### config.mk
export PLATFORM = sky130hd
export DESIGN_NAME = are_div
export DESIGN_NICKNAME = d
export VERILOG_FILES = /design/src/hdl/are_div.sv
export SDC_FILE = /design/constraint.sdc
export NUM_CORES = 1
export LEC_CHECK = 0
export ABC_AREA = 1
export BUFFER_PORTS_ARGS = -buffer_cell sky130_fd_sc_hd__buf_2
export CORE_MARGIN = 4
export CORE_UTILIZATION = 56
export CTS_BUF_LIST = sky130_fd_sc_hd__clkbuf_16
export DETAILED_ROUTE_END_ITERATION = 8
export PLACE_DENSITY = 0.91
export SETUP_SLACK_MARGIN = 0.02
export SYNTH_ARGS = -nofsm -noshare
export SYNTH_HDL_FRONTEND = slang
export SYNTH_SLANG_ARGS = --single-unit
### constraint.sdc
create_clock -name clk -period 1.9 [get_ports clk]
set_input_delay 0.095 -clock clk [delete_from_list [all_inputs] [get_ports clk]]
set_output_delay 0.095 -clock clk [all_outputs]
set_load 0.02 [all_outputs]
### src/hdl/are_div.sv
// Restoring divider, one quotient bit per cycle. Keeps the low QW quotient bits.
module are_div #(
	parameter int DW = 49,
	parameter int VW = 16,
	parameter int QW = 33
) (
	input  logic          clk,
	input  logic          arst_n,
	input  logic          start,
	input  logic [DW-1:0] dividend,
	input  logic [VW-1:0] divisor,
	output logic          done,
	output logic [QW-1:0] quotient
);

	localparam int CNW = $clog2(DW + 1);

	logic [DW-1:0]  dvd_q;
	logic [VW-1:0]  rem_q;
	logic [VW-1:0]  dsr_q;
	logic [QW-1:0]  quo_q;
	logic [CNW-1:0] cnt_q;
	logic           busy_q;
	logic           done_q;

	logic [VW:0] trial;
	logic        qbit;
	logic [VW:0] diff;

	always_comb begin
		trial = {rem_q, dvd_q[DW-1]};
		diff  = trial - {1'b0, dsr_q};
		qbit  = (trial >= {1'b0, dsr_q});
	end

	always_ff @(posedge clk or negedge arst_n) begin
		if (!arst_n) begin
			busy_q <= 1'b0;
			done_q <= 1'b0;
			cnt_q  <= '0;
		end else begin
			done_q <= 1'b0;
			if (start) begin
				busy_q <= 1'b1;
				cnt_q  <= CNW'(DW);
			end else if (busy_q) begin
				cnt_q <= cnt_q - CNW'(1);
				if (cnt_q == CNW'(1)) begin
					busy_q <= 1'b0;
					done_q <= 1'b1;
				end
			end
		end
	end

	always_ff @(posedge clk) begin
		if (start) begin
			dvd_q <= dividend;
			dsr_q <= divisor;
			rem_q <= '0;
			quo_q <= '0;
		end else if (busy_q) begin
			dvd_q <= dvd_q << 1;
			rem_q <= qbit ? diff[VW-1:0] : trial[VW-1:0];
			quo_q <= {quo_q[QW-2:0], qbit};
		end
	end

	assign done     = done_q;
	assign quotient = quo_q;

endmodule

==> metrics.txt <==
CTS max path bufs=2; DR vias=~5.4k; Worst Path Arrival=2.14 ns; final setup fails=0; Max Freq=~540 MHz; Setup WS pre-CTS=just under 0.007 ns; post-DP HPWL=a little over 9 mm; Sw Ratio=about a third; power per cell area=around 1200 mW/mm^2; first-iteration detailed-routing DRC count=411; CP max FO=3; placed instance area=0.00649 mm^2; Clock Sinks=122; Nets=just over 900; Clock Skew=~0.0094 ns; initial core utilization=58.4%; grt total ovfl=0; Chip Height=approximately 110 um; WL per Instance=around 17 um; die area=about 0.012 mm^2; Final GP Congestion=just over 0.9; # rows=36; Hold Crit Class=in2reg; crit path kind=reg2reg; CP bufs+invs=1; drc violations=0; initial antenna violation count=0; die width=110 um; Psw=slightly below 3 mW; Leak=3.85 nW; final-report hold violation count=0; Hold Slack=roughly 0.046 ns; final slew viol count=0; Required @ worst endpoint=around 2.2 ns; I/O pins=102; FILL cells=540; most common cell after layout, fill and taps aside=nand2_1; first-pass GRT wire length=around 27 mm; drt total wl=between 15 and 20 mm; max_cap viols=0; Design Area, Final=slightly above 0.008 mm^2; H-tree Lvls=4; clock root buffer=clkbuf_16; Worst slew margin=67.6%; GRT Total Usage=around 29%; diodes inserted=0; Vias/cell=about 5.4; CTS tree=done; part of the Yosys area used for sequential elements=between 50 and 60%; Mean Syn Cell Area=about 8.7 um^2; CTS buffer count=17; Synth Area in Simple Gates=between 20% and 30%; antenna-violating nets left=0; Post-Synth XOR/XNOR Area=approximately 1.1%; Critical Path Sink Type=flop; pin count of the biggest net entering global routing=53; post-synthesis mux area share=0%; Final Total Pwr=between 9 and 10 mW; Synth Warn #=0; asr flop ratio synth=under 10%; Syn Inst Count=between 600 and 700; IO buf count=between 100 and 150; area added between synthesis and finish=39.8%; outcome=complete, no violations; crit-path max cell delay=0.40 ns; crit-path cells=inv_1 > ha_1 > fa_2 > o21bai_2 > nand3_1 > nand3_1 > nand2_1 > nand3_1 > nand3_1; fin crit period=between 1.5 and 2 ns; Final WS setup=between 0.05 and 0.06 ns; VDD IR max=approximately 0.92 mV; Worst-Margin Slew=approximately 0.49 ns; Pint=approximately 6.4 mW; Seq pwr share=a little over a third; worst skew pair latency=about 0.42 ns; R2R setup slack=~0.053 ns; most frequent cells in the layout=236 x nand2_1, 101 x buf_2, 77 x inv_1; fin cells=993; Core Region=around 0.0099 mm^2; Top FF cell, synth=edfxtp_1; crit share post-route=between 90% and 100%; placed cells=between 800 and 900; Most common cell on crit path=nand3_1; Post-synth EDFFs=65; Adder-Cell Fraction of Synth Area=under 10%; layout cell share with drive strength beyond 1=26.3%; Setup crit start=dvd_q[48]; via count of the first global-routing pass=about 5.5k; Clock transition at path regs=0.06 ns; Synth Area in Compound Gates=6.22%; largest family of logic cells by synthesized area=simple AND/OR/NAND/NOR gates; unrepaired setup endpoints after global routing=yes; Worst R2R Start=dvd_q[48]; hold path start=dividend[10]; combinational share of power=28.5%; syn nets=around 750; Synth Register Bits=122; power share of the clock group=between 30% and 40%; CP startpoint kind=flop; Worst path slowest cell=fa_2; Post-Synthesis Cell Area=around 0.0058 mm^2; Largest delay share family, worst path=adder cells; distinct cell type count of the synthesized netlist=34; Detailed Routing Iterations Pass 1=6
==> final cells by class <==
type,instances,area (um^2),area share [%]
Clock buffer,17,425,5.26
Clock inverter,15,195,2.41
Inverter,90,338,4.18
Multi-Input combinational cell,428,2460,30.4
Sequential cell,122,3130,38.7
Tap cell,133,166,2.06
Timing Repair Buffer,188,1370,17.0
==> routing by layer <==
metal	vias to the layer above	wire length (um)	track usage, %	part of all wire, %
met3	67	1330	7.87	7.8
met1	2494	6220	32.5	36
met4	0	753	13.9	4.4
met2	289	8850	51.6	52
li1	2536	-	-	-
met5	-	0	0	0
==> cell families after synthesis <==
group,count (synthesis)
xor+xnor,7
buf+inv,114
simple gates,342
compound gates,60
fa+ha+maj,19
flops,122
==> through the flow <==
| stage | utilization [%] | TNS, ns |
|---|---|---|
| 2_1_floorplan | - | 0 |
| 3_3_place_gp | 65.5 | 0 |
| 3_5_place_dp | 65.5 | 0 |
| 4_1_cts | 78.8 | 0 |
| 5_1_grt | 81.7 | -0.114 |
| 6_report | 81.7 | 0 |
==> worst min-delay path: stages <==
cell and delay (ns):
buf_2 0.08, nand2_1 0.07, nand2_1 0.10
==> synthesized netlist by cell type (all sizes together), types with 8 or more instances <==
| library cell | instances | share of area [%] |
|---|---|---|
| nand3 | 44 | 4.8 |
| o21ai | 8 | 0.69 |
| nand2 | 254 | 17 |
| dfxtp | 49 | 17 |
| ha | 18 | 3.9 |
| clkbuf | 10 | 0.65 |
| edfxtp | 65 | 34 |
| nand4 | 13 | 1.4 |
| nor2 | 21 | 1.7 |
| dfrtp | 8 | 3.5 |
| inv | 88 | 5.7 |
| buf | 14 | 1.4 |
| o22ai | 32 | 3.5 |
| a21oi | 15 | 1.4 |
==> what timing repair did <==
action                                  4_1_cts  5_1_grt
pin swaps                                     3       12
gates resized for setup                       8       48
hold buffers                                 65        0
cloned                                        0        0
endpoints found under the hold margin        72        0
endpoints found under the setup margin       12       17
buffers inserted                              0        7
==> flip-flops by register name, summed over array words and instances, names as in the netlist <==
signal and flops:
busy_q 1, cnt_q 6, done 1, dsr_q 16, dvd_q 49, quotient 33
rem_q 16
==> power groups by stage <==
| stage | Clock [mW] | Sequential (mW) | Combinational, mW |
|---|---|---|---|
| 2_1_floorplan | 0 | 3.24 | 1.48 |
| 3_3_place_gp | 0 | 3.25 | 1.94 |
| 3_5_place_dp | 0 | 3.27 | 2.00 |
| 4_1_cts | 3.43 | 3.23 | 2.20 |
| 5_1_grt | 3.56 | 3.31 | 2.90 |
| 6_report | 3.43 | 3.29 | 2.67 |
==> path summary, 6_finish.rpt <==
path,end,cells after the start
worst max-delay path,rem_q[8],9
worst min-delay path,dvd_q[10],3
worst max register to register,rem_q[8],9
worst min register to register,rem_q[14],2
max in group asynchronous,busy_q,2
min in group asynchronous,cnt_q[1],2
(Power assumes the default switching activity.)
